### config.mk
export PLATFORM = sky130hd
export DESIGN_NAME = frame_allocator_clock_replace_flat
export DESIGN_NICKNAME = d
export VERILOG_FILES = /design/src/hw/rtl/fac_pkg.sv /design/src/hw/rtl/fac_req_if.sv /design/src/hw/rtl/fac_rsp_if.sv /design/src/hw/rtl/fac_ram.sv /design/src/hw/rtl/frame_allocator_clock_replace.sv /design/src/flat_wrapper.sv
export VERILOG_INCLUDE_DIRS = /design/src /design/src/hw/rtl
export SDC_FILE = /design/constraint.sdc
export NUM_CORES = 2
export LEC_CHECK = 0
export BUFFER_PORTS_ARGS = -buffer_cell sky130_fd_sc_hd__buf_4
export CAP_MARGIN = 25
export CORE_MARGIN = 2
export CORE_UTILIZATION = 45
export DETAILED_ROUTE_END_ITERATION = 7
export GPL_TIMING_DRIVEN = 0
export PLACE_DENSITY = 0.71
export SYNTH_ARGS = -nofsm -noshare
export SYNTH_HDL_FRONTEND = slang
export SYNTH_SLANG_ARGS = --single-unit
### constraint.sdc
create_clock -name i_clk -period 5.4 [get_ports i_clk]
set_input_delay 1.08 -clock i_clk [delete_from_list [all_inputs] [get_ports i_clk]]
set_output_delay 1.08 -clock i_clk [all_outputs]
set_load 0.02 [all_outputs]
### src/hw/rtl/assert_macros.svh
// Assertion helpers shared by the RTL. With SYNTH defined they expand to nothing.
`ifndef ASSERT_MACROS_SVH
`define ASSERT_MACROS_SVH
`ifndef SYNTH
// Clocked property that is ignored while the active-low reset is asserted.
`define ASSERT_CLKD(lbl, clk, rst_n, prop, msg) \
    lbl: assert property (@(posedge clk) disable iff (!(rst_n)) prop) else $error(msg);
// Clocked property that is also checked during reset.
`define ASSERT_CLK(lbl, clk, prop, msg) \
    lbl: assert property (@(posedge clk) prop) else $error(msg);
`else
`define ASSERT_CLKD(lbl, clk, rst_n, prop, msg)
`define ASSERT_CLK(lbl, clk, prop, msg)
`endif
`endif

### src/hw/rtl/fac_pkg.sv
`default_nettype none
package fac_pkg;

    localparam int FUNC_W   = 3;
    localparam int FRAME_W  = 6;
    localparam int OWNER_W  = 8;
    localparam int PAGE_W   = 16;
    localparam int STATUS_W = 2;

    localparam int NUM_FRAMES_DEF = 64;

    typedef logic [FUNC_W-1:0]   t_func;
    typedef logic [STATUS_W-1:0] t_status;

    localparam t_func FN_ALLOC   = 3'd0;
    localparam t_func FN_RELEASE = 3'd1;
    localparam t_func FN_UNLOCK  = 3'd2;
    localparam t_func FN_OWNER   = 3'd3;
    localparam t_func FN_TOUCH   = 3'd4;

    localparam t_status ST_OK    = 2'd0;
    localparam t_status ST_EVICT = 2'd1;
    localparam t_status ST_BUSY  = 2'd2;
    localparam t_status ST_ERR   = 2'd3;

endpackage
`default_nettype wire

### src/hw/rtl/fac_req_if.sv
`default_nettype none
interface fac_req_if;
    import fac_pkg::*;

    logic                valid;
    logic                ready;
    t_func               func;
    logic [FRAME_W-1:0]  frame;
    logic [OWNER_W-1:0]  owner_id;
    logic [PAGE_W-1:0]   virtual_page;
    logic                is_write;

    modport source (output valid, func, frame, owner_id, virtual_page, is_write,
                    input ready);
    modport sink   (input valid, func, frame, owner_id, virtual_page, is_write,
                    output ready);
endinterface
`default_nettype wire

### src/hw/rtl/fac_rsp_if.sv
`default_nettype none
interface fac_rsp_if;
    import fac_pkg::*;

    logic                valid;
    logic                ready;
    t_status             status;
    logic [FRAME_W-1:0]  result_frame;
    logic [OWNER_W-1:0]  old_owner;
    logic [PAGE_W-1:0]   old_page;
    logic                old_dirty;

    modport source (output valid, status, result_frame, old_owner, old_page, old_dirty,
                    input ready);
    modport sink   (input valid, status, result_frame, old_owner, old_page, old_dirty,
                    output ready);
endinterface
`default_nettype wire

### src/hw/rtl/fac_ram.sv
`default_nettype none
module fac_ram #(
    parameter int WIDTH = 8,
    parameter int DEPTH = 64
) (
    input  wire logic                                    i_clk,
    input  wire logic                                    i_we,
    input  wire logic [((DEPTH > 1) ? $clog2(DEPTH) : 1)-1:0] i_waddr,
    input  wire logic [WIDTH-1:0]                        i_wdata,
    input  wire logic                                    i_re,
    input  wire logic [((DEPTH > 1) ? $clog2(DEPTH) : 1)-1:0] i_raddr,
    output logic      [WIDTH-1:0]                        o_rdata
);

    logic [WIDTH-1:0] r_mem [DEPTH];

    always_ff @(posedge i_clk) begin
        if (i_we) begin
            r_mem[i_waddr] <= i_wdata;
        end
        if (i_re) begin
            o_rdata <= r_mem[i_raddr];
        end
    end

endmodule
`default_nettype wire

### src/hw/rtl/frame_allocator_clock_replace.sv
// Channel | Dir | Handshake     | Payload
// i_req   | in  | valid / ready | func, frame, owner_id, virtual_page, is_write
// o_rsp   | out | valid / ready | status, result_frame, old_owner, old_page, old_dirty
//
// Allocate from the free stack, release, unlock, change owner and touch go
// from transfer to result through a memory read, an update and an output load.
// An allocate that evicts examines one frame per cycle on the frame memory,
// up to 2*NUM_FRAMES frames in all.
// After reset a clearing pass over all NUM_FRAMES entries initializes the frame
// memory; no input transfer is taken until it is done.
// A new request is taken while the previous result waits; a stalled output
// holds the next result in the finish state until the slot frees.
`default_nettype none
`include "assert_macros.svh"
module frame_allocator_clock_replace #(
    parameter int NUM_FRAMES = fac_pkg::NUM_FRAMES_DEF
) (
    input  wire logic  i_clk,
    input  wire logic  i_rst_n,
    fac_req_if.sink    i_req,
    fac_rsp_if.source  o_rsp
);
    import fac_pkg::*;

    localparam int IW = $clog2(NUM_FRAMES);
    localparam int CW = $clog2(NUM_FRAMES + 1);
    localparam int NW = $clog2(2 * NUM_FRAMES);
    localparam int EW = 4 + OWNER_W + PAGE_W;

    localparam logic [IW-1:0] LAST_FRAME = IW'(NUM_FRAMES - 1);
    localparam logic [NW-1:0] LAST_STEP  = NW'(2 * NUM_FRAMES - 1);
    localparam logic [CW-1:0] FULL_COUNT = CW'(NUM_FRAMES);

    localparam logic [2:0] S_CLEAR = 3'd0;
    localparam logic [2:0] S_IDLE  = 3'd1;
    localparam logic [2:0] S_LOOK  = 3'd2;
    localparam logic [2:0] S_WALK  = 3'd3;
    localparam logic [2:0] S_DONE  = 3'd4;

    // Per-frame record. alloc is the inverse of the free bit so that zero is the reset value.
    typedef struct packed {
        logic               alloc;
        logic               lock;
        logic               used;
        logic               dirty;
        logic [OWNER_W-1:0] owner;
        logic [PAGE_W-1:0]  page;
    } t_entry;

    typedef struct packed {
        t_status            status;
        logic [FRAME_W-1:0] frame;
        logic [OWNER_W-1:0] owner;
        logic [PAGE_W-1:0]  page;
        logic               dirty;
    } t_rsp;

    logic [2:0]         r_state, n_state;
    logic [IW-1:0]      r_clr, n_clr;
    logic [CW-1:0]      r_fc, n_fc;
    logic [CW-1:0]      r_deep, n_deep;
    logic [IW-1:0]      r_hand, n_hand;
    logic [IW-1:0]      r_pos, n_pos;
    logic [NW-1:0]      r_cnt, n_cnt;
    t_rsp               r_res, n_res;
    t_rsp               r_out, n_out;
    logic               r_o_valid, n_o_valid;

    t_func              r_func;
    logic [FRAME_W-1:0] r_frame;
    logic [OWNER_W-1:0] r_owner;
    logic [PAGE_W-1:0]  r_page;
    logic               r_wr;

    logic               st_we, st_re;
    logic [IW-1:0]      st_waddr, st_raddr;
    t_entry             st_wdata, st_rdata;
    logic               sk_we, sk_re;
    logic [IW-1:0]      sk_waddr, sk_raddr, sk_rdata;

    logic [CW-1:0]      top_c;
    logic [IW-1:0]      hand_next, pos_next, grant_idx;
    logic               in_range;
    t_entry             grant_entry;
    logic               xfer_in;

    function automatic logic [IW-1:0] r_frame_idx(input logic [FRAME_W-1:0] f);
        return IW'(f);
    endfunction

    fac_ram #(.WIDTH(EW), .DEPTH(NUM_FRAMES)) u_frame_ram (
        .i_clk   (i_clk),
        .i_we    (st_we),
        .i_waddr (st_waddr),
        .i_wdata (st_wdata),
        .i_re    (st_re),
        .i_raddr (st_raddr),
        .o_rdata (st_rdata)
    );

    fac_ram #(.WIDTH(IW), .DEPTH(NUM_FRAMES)) u_stack_ram (
        .i_clk   (i_clk),
        .i_we    (sk_we),
        .i_waddr (sk_waddr),
        .i_wdata (r_frame_idx(r_frame)),
        .i_re    (sk_re),
        .i_raddr (sk_raddr),
        .o_rdata (sk_rdata)
    );

    assign i_req.ready        = (r_state == S_IDLE);
    assign xfer_in            = i_req.valid && i_req.ready;
    assign o_rsp.valid        = r_o_valid;
    assign o_rsp.status       = r_out.status;
    assign o_rsp.result_frame = r_out.frame;
    assign o_rsp.old_owner    = r_out.owner;
    assign o_rsp.old_page     = r_out.page;
    assign o_rsp.old_dirty    = r_out.dirty;

    // The stack top sits at NUM_FRAMES - free count. Slots at or beyond the
    // deepest top ever reached were never written; the top index itself stands for them.
    assign top_c     = FULL_COUNT - r_fc;
    assign hand_next = (r_hand == LAST_FRAME) ? '0 : r_hand + 1'b1;
    assign pos_next  = (r_pos == LAST_FRAME) ? '0 : r_pos + 1'b1;
    assign grant_idx = (top_c == r_deep) ? IW'(top_c) : sk_rdata;
    assign in_range  = (32'(r_frame) < 32'(NUM_FRAMES));

    always_comb begin
        grant_entry       = '0;
        grant_entry.alloc = 1'b1;
        grant_entry.lock  = 1'b1;
        grant_entry.owner = r_owner;
        grant_entry.page  = r_page;
    end

    always_comb begin
        n_state   = r_state;
        n_clr     = r_clr;
        n_fc      = r_fc;
        n_deep    = r_deep;
        n_hand    = r_hand;
        n_pos     = r_pos;
        n_cnt     = r_cnt;
        n_res     = r_res;
        n_out     = r_out;
        n_o_valid = r_o_valid && !o_rsp.ready;
        st_we     = 1'b0;
        st_waddr  = r_pos;
        st_wdata  = st_rdata;
        st_re     = 1'b0;
        st_raddr  = r_frame_idx(i_req.frame);
        sk_we     = 1'b0;
        sk_waddr  = IW'(top_c - 1'b1);
        sk_re     = 1'b0;
        sk_raddr  = IW'(top_c);

        case (r_state)
            S_CLEAR: begin
                st_we    = 1'b1;
                st_waddr = r_clr;
                st_wdata = '0;
                n_clr    = r_clr + 1'b1;
                if (r_clr == LAST_FRAME) begin
                    n_state = S_IDLE;
                end
            end
            S_IDLE: begin
                if (i_req.valid) begin
                    sk_re = 1'b1;
                    st_re = 1'b1;
                    if (i_req.func == FN_ALLOC && r_fc == '0) begin
                        st_raddr = hand_next;
                        n_pos    = hand_next;
                        n_cnt    = '0;
                        n_state  = S_WALK;
                    end else begin
                        n_state = S_LOOK;
                    end
                end
            end
            S_LOOK: begin
                n_state = S_DONE;
                n_res   = '0;
                if (r_func == FN_ALLOC) begin
                    st_we     = 1'b1;
                    st_waddr  = grant_idx;
                    st_wdata  = grant_entry;
                    n_fc      = r_fc - 1'b1;
                    if (top_c == r_deep) begin
                        n_deep = r_deep + 1'b1;
                    end
                    n_res.frame = FRAME_W'(grant_idx);
                end else if (!in_range || !st_rdata.alloc) begin
                    n_res.status = ST_ERR;
                end else begin
                    st_waddr = r_frame_idx(r_frame);
                    case (r_func)
                        FN_RELEASE: begin
                            n_res.owner    = st_rdata.owner;
                            n_res.page     = st_rdata.page;
                            st_we          = 1'b1;
                            st_wdata.alloc = 1'b0;
                            st_wdata.lock  = 1'b0;
                            st_wdata.used  = 1'b0;
                            st_wdata.dirty = 1'b0;
                            if (r_fc < FULL_COUNT) begin
                                n_fc  = r_fc + 1'b1;
                                sk_we = 1'b1;
                            end
                        end
                        FN_UNLOCK: begin
                            if (!st_rdata.lock) begin
                                n_res.status = ST_ERR;
                            end else begin
                                st_we         = 1'b1;
                                st_wdata.lock = 1'b0;
                            end
                        end
                        FN_OWNER: begin
                            st_we          = 1'b1;
                            st_wdata.owner = r_owner;
                        end
                        FN_TOUCH: begin
                            st_we          = 1'b1;
                            st_wdata.used  = 1'b1;
                            st_wdata.dirty = st_rdata.dirty | r_wr;
                        end
                        default: begin
                            n_res.status = ST_ERR;
                        end
                    endcase
                end
            end
            S_WALK: begin
                // Read data belongs to r_pos; the next frame is fetched in the same cycle.
                if (!st_rdata.lock && !st_rdata.used) begin
                    n_res.status = ST_EVICT;
                    n_res.frame  = FRAME_W'(r_pos);
                    n_res.owner  = st_rdata.owner;
                    n_res.page   = st_rdata.page;
                    n_res.dirty  = st_rdata.dirty;
                    n_hand       = r_pos;
                    st_we        = 1'b1;
                    st_wdata     = grant_entry;
                    n_state      = S_DONE;
                end else begin
                    if (!st_rdata.lock) begin
                        st_we         = 1'b1;
                        st_wdata.used = 1'b0;
                    end
                    if (r_cnt == LAST_STEP) begin
                        n_res        = '0;
                        n_res.status = ST_BUSY;
                        n_state      = S_DONE;
                    end else begin
                        st_re    = 1'b1;
                        st_raddr = pos_next;
                        n_pos    = pos_next;
                        n_cnt    = r_cnt + 1'b1;
                    end
                end
            end
            S_DONE: begin
                if (!r_o_valid || o_rsp.ready) begin
                    n_o_valid = 1'b1;
                    n_out     = r_res;
                    n_state   = S_IDLE;
                end
            end
            default: begin
                n_state = S_IDLE;
            end
        endcase
    end

    always_ff @(posedge i_clk) begin
        if (!i_rst_n) begin
            r_state   <= S_CLEAR;
            r_clr     <= '0;
            r_fc      <= FULL_COUNT;
            r_deep    <= '0;
            r_hand    <= LAST_FRAME;
            r_o_valid <= 1'b0;
        end else begin
            r_state   <= n_state;
            r_clr     <= n_clr;
            r_fc      <= n_fc;
            r_deep    <= n_deep;
            r_hand    <= n_hand;
            r_o_valid <= n_o_valid;
        end
    end

    always_ff @(posedge i_clk) begin
        r_pos <= n_pos;
        r_cnt <= n_cnt;
        r_res <= n_res;
        r_out <= n_out;
        if (xfer_in) begin
            r_func  <= i_req.func;
            r_frame <= i_req.frame;
            r_owner <= i_req.owner_id;
            r_page  <= i_req.virtual_page;
            r_wr    <= i_req.is_write;
        end
    end

    `ASSERT_CLKD(a_fc_bound, i_clk, i_rst_n, r_fc <= FULL_COUNT, "free count above frame count")
    `ASSERT_CLKD(a_walk_full, i_clk, i_rst_n, (r_state == S_WALK) |-> (r_fc == '0),
                 "clock walk with free frames left")
    `ASSERT_CLKD(a_ram_rw, i_clk, i_rst_n, (st_we && st_re) |-> (st_waddr != st_raddr),
                 "frame memory read and write collide")
    `ASSERT_CLKD(a_out_src, i_clk, i_rst_n, $rose(o_rsp.valid) |-> $past(r_state == S_DONE),
                 "result raised outside finish state")

endmodule
`default_nettype wire

### src/flat_wrapper.sv
// flat-port wrapper written by rule: the top's interface ports become plain ports
module frame_allocator_clock_replace_flat import fac_pkg::*;
#(
    parameter int NUM_FRAMES = fac_pkg::NUM_FRAMES_DEF
)
  (i_clk, i_rst_n, i_req_valid, i_req_func, i_req_frame, i_req_owner_id, i_req_virtual_page, i_req_is_write, i_req_ready, o_rsp_valid, o_rsp_status, o_rsp_result_frame, o_rsp_old_owner, o_rsp_old_page, o_rsp_old_dirty, o_rsp_ready);
  fac_req_if i_req_i ();
  fac_rsp_if o_rsp_i ();
  input  wire logic i_clk;
  input  wire logic i_rst_n;
  input wire logic [$bits(i_req_i.valid)-1:0] i_req_valid;
  input wire logic [$bits(i_req_i.func)-1:0] i_req_func;
  input wire logic [$bits(i_req_i.frame)-1:0] i_req_frame;
  input wire logic [$bits(i_req_i.owner_id)-1:0] i_req_owner_id;
  input wire logic [$bits(i_req_i.virtual_page)-1:0] i_req_virtual_page;
  input wire logic [$bits(i_req_i.is_write)-1:0] i_req_is_write;
  output wire logic [$bits(i_req_i.ready)-1:0] i_req_ready;
  output wire logic [$bits(o_rsp_i.valid)-1:0] o_rsp_valid;
  output wire logic [$bits(o_rsp_i.status)-1:0] o_rsp_status;
  output wire logic [$bits(o_rsp_i.result_frame)-1:0] o_rsp_result_frame;
  output wire logic [$bits(o_rsp_i.old_owner)-1:0] o_rsp_old_owner;
  output wire logic [$bits(o_rsp_i.old_page)-1:0] o_rsp_old_page;
  output wire logic [$bits(o_rsp_i.old_dirty)-1:0] o_rsp_old_dirty;
  input wire logic [$bits(o_rsp_i.ready)-1:0] o_rsp_ready;
  assign i_req_i.valid = i_req_valid;
  assign i_req_i.func = i_req_func;
  assign i_req_i.frame = i_req_frame;
  assign i_req_i.owner_id = i_req_owner_id;
  assign i_req_i.virtual_page = i_req_virtual_page;
  assign i_req_i.is_write = i_req_is_write;
  assign i_req_ready = i_req_i.ready;
  assign o_rsp_valid = o_rsp_i.valid;
  assign o_rsp_status = o_rsp_i.status;
  assign o_rsp_result_frame = o_rsp_i.result_frame;
  assign o_rsp_old_owner = o_rsp_i.old_owner;
  assign o_rsp_old_page = o_rsp_i.old_page;
  assign o_rsp_old_dirty = o_rsp_i.old_dirty;
  assign o_rsp_i.ready = o_rsp_ready;
  frame_allocator_clock_replace #(.NUM_FRAMES(NUM_FRAMES)) u_core (.i_clk(i_clk), .i_rst_n(i_rst_n), .i_req(i_req_i), .o_rsp(o_rsp_i));
endmodule
After elaboration in Yosys (flattened, before gate mapping)
Memories as Yosys holds them, arrays and structs flattened. A register that Yosys moved wholly into a read port is not among the register bits.
Index checks and enable logic that the tools add are counted.
{"block": "word_totals", "regBits": 143, "ram_bits": 2176, "input_bits": 38, "wordCells": 161, "mem_count": 2}
{"block": "op_classes", "add_sub_neg": 9, "n_lt_le_gt_ge": 1, "eq_ne": 20, "n_mux": 78, "bitwise_logic": 1, "n_reduce_logical": 27}
{"name": "u_core.u_frame_ram.r_mem", "depth": 64, "width": 28, "read_ports": 1, "rd_clocked_by_memory_dff": 1, "write_ports": 1, "line": "fac_ram.sv:15", "rtl": "logic [WIDTH-1:0] r_mem [DEPTH];"}
{"name": "u_core.u_stack_ram.r_mem", "depth": 64, "width": 6, "read_ports": 1, "rd_clocked_by_memory_dff": 1, "write_ports": 1, "line": "fac_ram.sv:15"}
{"op": "$mux 6", "count": 14}
{"op": "$pmux 28 s3", "count": 1}
{"op": "$mux 24", "count": 3}
{"op": "$mux 33", "count": 2}
{"op": "$pmux 33 s2", "count": 1}
{"op": "$mux 7", "count": 8}
{"op": "$pmux 6 s2", "count": 3}
{"op": "$mux 1", "count": 25}
{"op": "$mux 25", "count": 1}
{"op": "$mux 12", "count": 2}
{"op": "$add 7x1->7 const B", "count": 3}
{"op": "$add 6x1->6 const B", "count": 3}
{"op": "$eq 6x6->1 const B", "count": 3}
{"op": "$mux 16", "count": 1}
{"op": "$mux 3", "count": 5}
{"op": "$pmux 3 s5", "count": 1}
{"op": "$pmux 7 s2", "count": 1}
{"op": "$eq 3x2->1 const B", "count": 4}
{"op": "$reduce_bool 2->1", "count": 5}
{"op": "$logic_not 3->1", "count": 3}
{"op": "$mux 2", "count": 4}
{"op": "$mux 8", "count": 1}
{"op": "$ne 2x2->1 const B", "count": 4}
{"op": "$pmux 2 s2", "count": 2}
{"op": "23 further kinds", "count": 36}

Depth between registers and ports, before layout
{"block": "depth", "depth_word": 8, "depth_mapped": 19}

By module
A second synthesis with hierarchy kept.
{"block": "unflattened", "cells_unflattened": 4394, "area_unflattened_um2": 91446.5}
{"mod": "fac_ram at u_core.u_frame_ram", "instances": 1, "cells_each": 3104, "area_each_um2": 69467.9, "seq_area_each_um2": 54652.4}
{"mod": "fac_ram at u_core.u_stack_ram", "instances": 1, "cells_each": 720, "area_each_um2": 15285.9, "seq_area_each_um2": 11711.2}
{"mod": "frame_allocator_clock_replace", "instances": 1, "cells_each": 570, "area_each_um2": 6692.7, "seq_area_each_um2": 3993.8}

Least setup slack after synthesis
No wires, ideal clock.
{"block": "synth_timing", "kind": "register to register", "start": "register u_core.r_fc[0]", "end": "memory u_core.u_frame_ram.r_mem[32][0] (netlist name), enable pin", "setup_time_ns": 0.413, "arrival_time_ns": 5.087, "required_ns": 4.987, "slack_ns": -0.100, "path_stages_with_launch": 16, "path_buffers": 4, "period_less_slack_ns": 5.500, "path_cell_list": "dfxtp_1 > clkbuf_1 > clkbuf_1 > clkbuf_1 > inv_1 > ha_1 > buf_2 > or4b_1 > or3_1 > a211o_1 > nor3_4 > mux2i_1 > o221a_2 > nor2b_1 > nand2_1 > nor2_1"}
{"block": "synth_between", "elab_chain_len": 5}
{"item": "start, declared", "line": "frame_allocator_clock_replace.sv:60", "rtl": "logic [CW-1:0] r_fc, n_fc;"}
{"item": "start signal, assigned", "line": "frame_allocator_clock_replace.sv:287", "rtl": "r_fc <= n_fc;"}
{"item": "$sub 7x7->7 *", "line": "frame_allocator_clock_replace.sv:122", "rtl": "assign top_c = FULL_COUNT - r_fc;"}
{"item": "$eq 7x7->1", "line": "frame_allocator_clock_replace.sv:125", "rtl": "assign grant_idx = (top_c == r_deep) ? IW'(top_c) : sk_rdata;"}
{"item": "$mux 6 *", "line": "frame_allocator_clock_replace.sv:125"}
{"item": "$mux 6 *", "line": "frame_allocator_clock_replace.sv:184", "rtl": "if (r_func == FN_ALLOC) begin"}
{"item": "$pmux 6 s2 *", "line": "frame_allocator_clock_replace.sv:157", "rtl": "case (r_state)"}
{"item": "end, declared", "line": "fac_ram.sv:15"}
Every way passes the cells marked *; elsewhere a longest branch is shown, timed or not.

Final worst setup path
{"block": "layout_timing", "start": "register u_core.r_fc[0]", "end": "memory u_core.u_frame_ram.r_mem[60][21] (netlist name), enable pin"}
The elaborated chain is that of the path after synthesis.

==> results.sh <==
export IMPL_clock_skew_final_ns=0.0542
export IMPL_synth_top_cells_by_area="edfxtp_1, mux4_2, o22ai_1"
export IMPL_mappedNetlistArea_um2=90300
export IMPL_fin_ws_ns=0.0779
export IMPL_die_area_um2=204000
export IMPL_dp_slack_ns=-2.20
export IMPL_summed_area_of_non_filler_cells_in_the_final_layout_um2=106000
export IMPL_finalNetCount=4743
export IMPL_totalPowerFinal_mw=36.6
export IMPL_flow_area_growth_from_synthesis_pct=17.1
export IMPL_post_route_min_period_ns=5.32
export IMPL_cp_num_buf_inv=5
export IMPL_first_pass_grt_wire_length_um=329000
export IMPL_synthesis_instances=4207
export IMPL_synth_commonest_cells="edfxtp_1, mux4_2, nor2_1"
export IMPL_vert_die_dim_um=452
export IMPL_synth_seq_area_share=0.779
export IMPL_critical_path_peak_fanout=14
export IMPL_synth_lib_cells_used_distinct=76
export IMPL_worstSetupStartpointType="register"
export IMPL_tritoncts_num_sinks=2353
export IMPL_power_density_cell_area_nw_per_um2=346
export IMPL_share_of_cells_above_drive_strength_1=0.300
export IMPL_dr_first_iter_drc_count=6588
export IMPL_p_seq_frac=0.543
export IMPL_finalWirelength_um=232000
export IMPL_worst_path_cell_with_the_longest_stage_delay="nor2_4"
export IMPL_min_path_type="primary input to register"
export IMPL_pwr_share_clk=0.422
export IMPL_ys_ff_latch=2353
export IMPL_post_synth_top_count_cell="edfxtp_1"
export IMPL_power_leakage_nw=33.2
export IMPL_cap_violations=0
export IMPL_final_hold_violation_count=0
export IMPL_path_clk_slew_ns=0.06
export IMPL_route_detailed_wl_per_inst_um=30.7
export IMPL_floorplan_io_pins=73
export IMPL_ys_warnings_count=0
export IMPL_cts_h_tree_depth=4
export IMPL_max_stage_delay_ns=0.58
export IMPL_achievable_frequency_mhz=188
export IMPL_synthFlopType="edfxtp_1"
export IMPL_globalplace_congestion=0.886
export IMPL_drt_vias_per_instance=6.16
export IMPL_synth_top_area_cell="edfxtp_1"
export IMPL_timing_worst_slew_pin_value_ns=1.06
export IMPL_clk_root_buffer_cell="clkbuf_16"
export IMPL_grt_start_max_net_pins=53
export IMPL_grt_overflow_total=0
export IMPL_overall_global_routing_usage=0.225
export IMPL_grt_antenna_before_repair=14
export IMPL_placed_cell_area_um2=97000
export IMPL_netSwitchingFraction=0.208
export IMPL_avgSynthCellArea_um2=21.5
export IMPL_timing_setup_critical_path_class="register to register"
export IMPL_cp_cell_sequence="clkbuf_8, clkbuf_4, inv_1, ha_1, buf_2, or4b_1, or3_1, a211o_1, nor3_4, buf_12, mux2i_2, o221a_2, nor2b_4, nand2_4, nor2_4"
export IMPL_worstPathRequired_ns=5.90
export IMPL_core_area_um2=200000
export IMPL_vdd_drop_max_mv=0.347
export IMPL_chipWidth_um=452
export IMPL_ys_async_sr_fraction=0
export IMPL_port_buffers=71
export IMPL_remaining_drc_errors=0
export IMPL_max_root_sink_buffers=3
export IMPL_synth_edff_count=2323
export IMPL_outcome="finished clean"
export IMPL_drv_slew=0
export IMPL_start_util=0.452
export IMPL_switching_power_mw=7.60
export IMPL_dp_final_hpwl_um=152000
export IMPL_detail_route_antenna_nets=0
export IMPL_synth_fp_nets=4257
export IMPL_setup_violations_final=0
export IMPL_slew_headroom=0.289
export IMPL_via_count=46500
export IMPL_crit_arrival_ns=5.82
export IMPL_detail_route_first_pass_iterations=7
export IMPL_synth_top_cell_area_share=0.772
export IMPL_critical_path_top_delay_family="simple AND/OR/NAND/NOR gates"
export IMPL_intPower_mw=29.0
export IMPL_finalCritPeriodShare=0.986
export IMPL_combinationalPowerShare=0.035
export IMPL_critical_path_endpoint_type="register"
export IMPL_rows=164
export IMPL_worst_skew_pair_late_latency_ns=0.89
export IMPL_cts_made_buffers=219
export IMPL_first_global_vias=46000
export IMPL_cts_tree="built"
export IMPL_rsz0062_at_grt="yes"
==> cell usage in the layout (no fill, tap or decap), drive strengths merged, types with 6 or more instances in the layout <==
master       n
edfxtp    2323
mux4       568
clkbuf     387
buf        341
nor2       195
nand2      159
o22ai      141
clkinv     105
a21oi       85
nand3       67
a22oi       57
nor3        46
nor2b       37
dfxtp       30
o21ai       30
or4         27
inv         25
a22o        24
bufinv      23
xnor2       20
and2        19
mux2i       19
and3        14
a31oi       12
xor2        11
ha          11
diode       10
clkinvlp     9
nand2b       6
o21a         6
==> flip-flops by register name (all words and copies together), names as in the netlist, 8 cells and up <==
name / count
u_core.o_rsp.old_page: 16
u_core.u_frame_ram.r_mem: 1792
u_core.r_res: 33
u_core.o_rsp.old_owner: 8
u_core.r_owner: 8
u_core.u_stack_ram.r_mem: 384
u_core.u_frame_ram.o_rdata: 28
u_core.r_page: 16
==> final timing paths <==
check                         startpoint                                          to  slack, ns  cells after the start
max          u_core.r_fc[0]$_SDFFE_PN0P_  u_core.u_frame_ram.r_mem[60][21]$_DFFE_PP_       0.08                     15
min                i_req_virtual_page[6]                  u_core.r_page[6]$_DFFE_PP_       0.37                      1
max reg2reg  u_core.r_fc[0]$_SDFFE_PN0P_  u_core.u_frame_ram.r_mem[60][21]$_DFFE_PP_       0.08                     15
min reg2reg   u_core.r_res[15]$_DFFE_PP_         u_core.o_rsp.old_page[14]$_DFFE_PP_       0.42                      0
==> routing by layer <==
metal	track usage	vias to the layer above	routed length, µm	part of all wire
li1	-	18700	-	-
met1	0.299	24300	84800	0.37
met2	0.358	2938	112000	0.48
met3	0.0436	481	23000	0.099
met4	0.111	4	12600	0.054
met5	0	-	27	0.00012
==> worst reg2reg max path, cell delays in order (launching register included) <==
cell	delay [ns]
dfxtp_2	0.39
clkbuf_8	0.23
clkbuf_4	0.24
inv_1	0.21
ha_1	0.17
buf_2	0.19
or4b_1	0.46
or3_1	0.39
a211o_1	0.37
nor3_4	0.22
buf_12	0.15
mux2i_2	0.32
o221a_2	0.32
nor2b_4	0.34
nand2_4	0.33
nor2_4	0.59
==> timing repair <==
| item | in CTS | in global routing |
|---|---|---|
| buffers inserted | 66 | 11 |
| gates resized for setup | 122 | 82 |
| gates cloned | 6 | 0 |
| pin swaps | 43 | 9 |
| hold buffers | 0 | 0 |
| setup endpoints to repair | 2210 | 1501 |
==> area by class of cell <==
| cell class | instances | area, µm² |
|---|---|---|
| repair buffers | 261 | 3740 |
| fillers | 14700 | 93900 |
| plain buffers | 202 | 1070 |
| clock buffers | 265 | 5670 |
| diodes | 10 | 25.0 |
| well taps | 2656 | 3320 |
| multi-input cells | 1638 | 20000 |
| inverters | 18 | 67.6 |
| flip-flops and latches | 2353 | 70400 |
| clock inverters | 144 | 1560 |
==> per-stage QoR <==
step / TNS (ns) / cells / util / hold WS [ns]
5_1_grt: -1.05 / 7540 / 0.530 / 0.345
2_1_floorplan: -122.18 / 4207 / - / 0.400
3_3_place_gp: -6186.10 / 6934 / 0.472 / 0.404
6_report: 0 / 7547 / 0.530 / 0.373
3_5_place_dp: -3440.43 / 7043 / 0.486 / 0.405
4_1_cts: -0.158 / 7522 / 0.528 / 0.317
==> power by group through the flow <==
stage	Combinational (mW)	Clock (mW)	Sequential [mW]
finish	1.27	15.5	19.9
global route	1.32	16.3	19.9
CTS	1.23	15.6	19.9
detailed placement	1.20	0	20.3
global placement	1.13	0	20.3
floorplan	0.730	0	20.3
==> logic make-up after synthesis <==
family,Yosys count,synth area share
mux,587,0.144
xor+xnor,35,0.00402
fa+ha+maj,12,0.00175
buf+inv,222,0.0112
compound gates,407,0.0296
flops,2353,0.779
simple gates,591,0.0309
No activity file was read; power rests on OpenSTA's default activity.
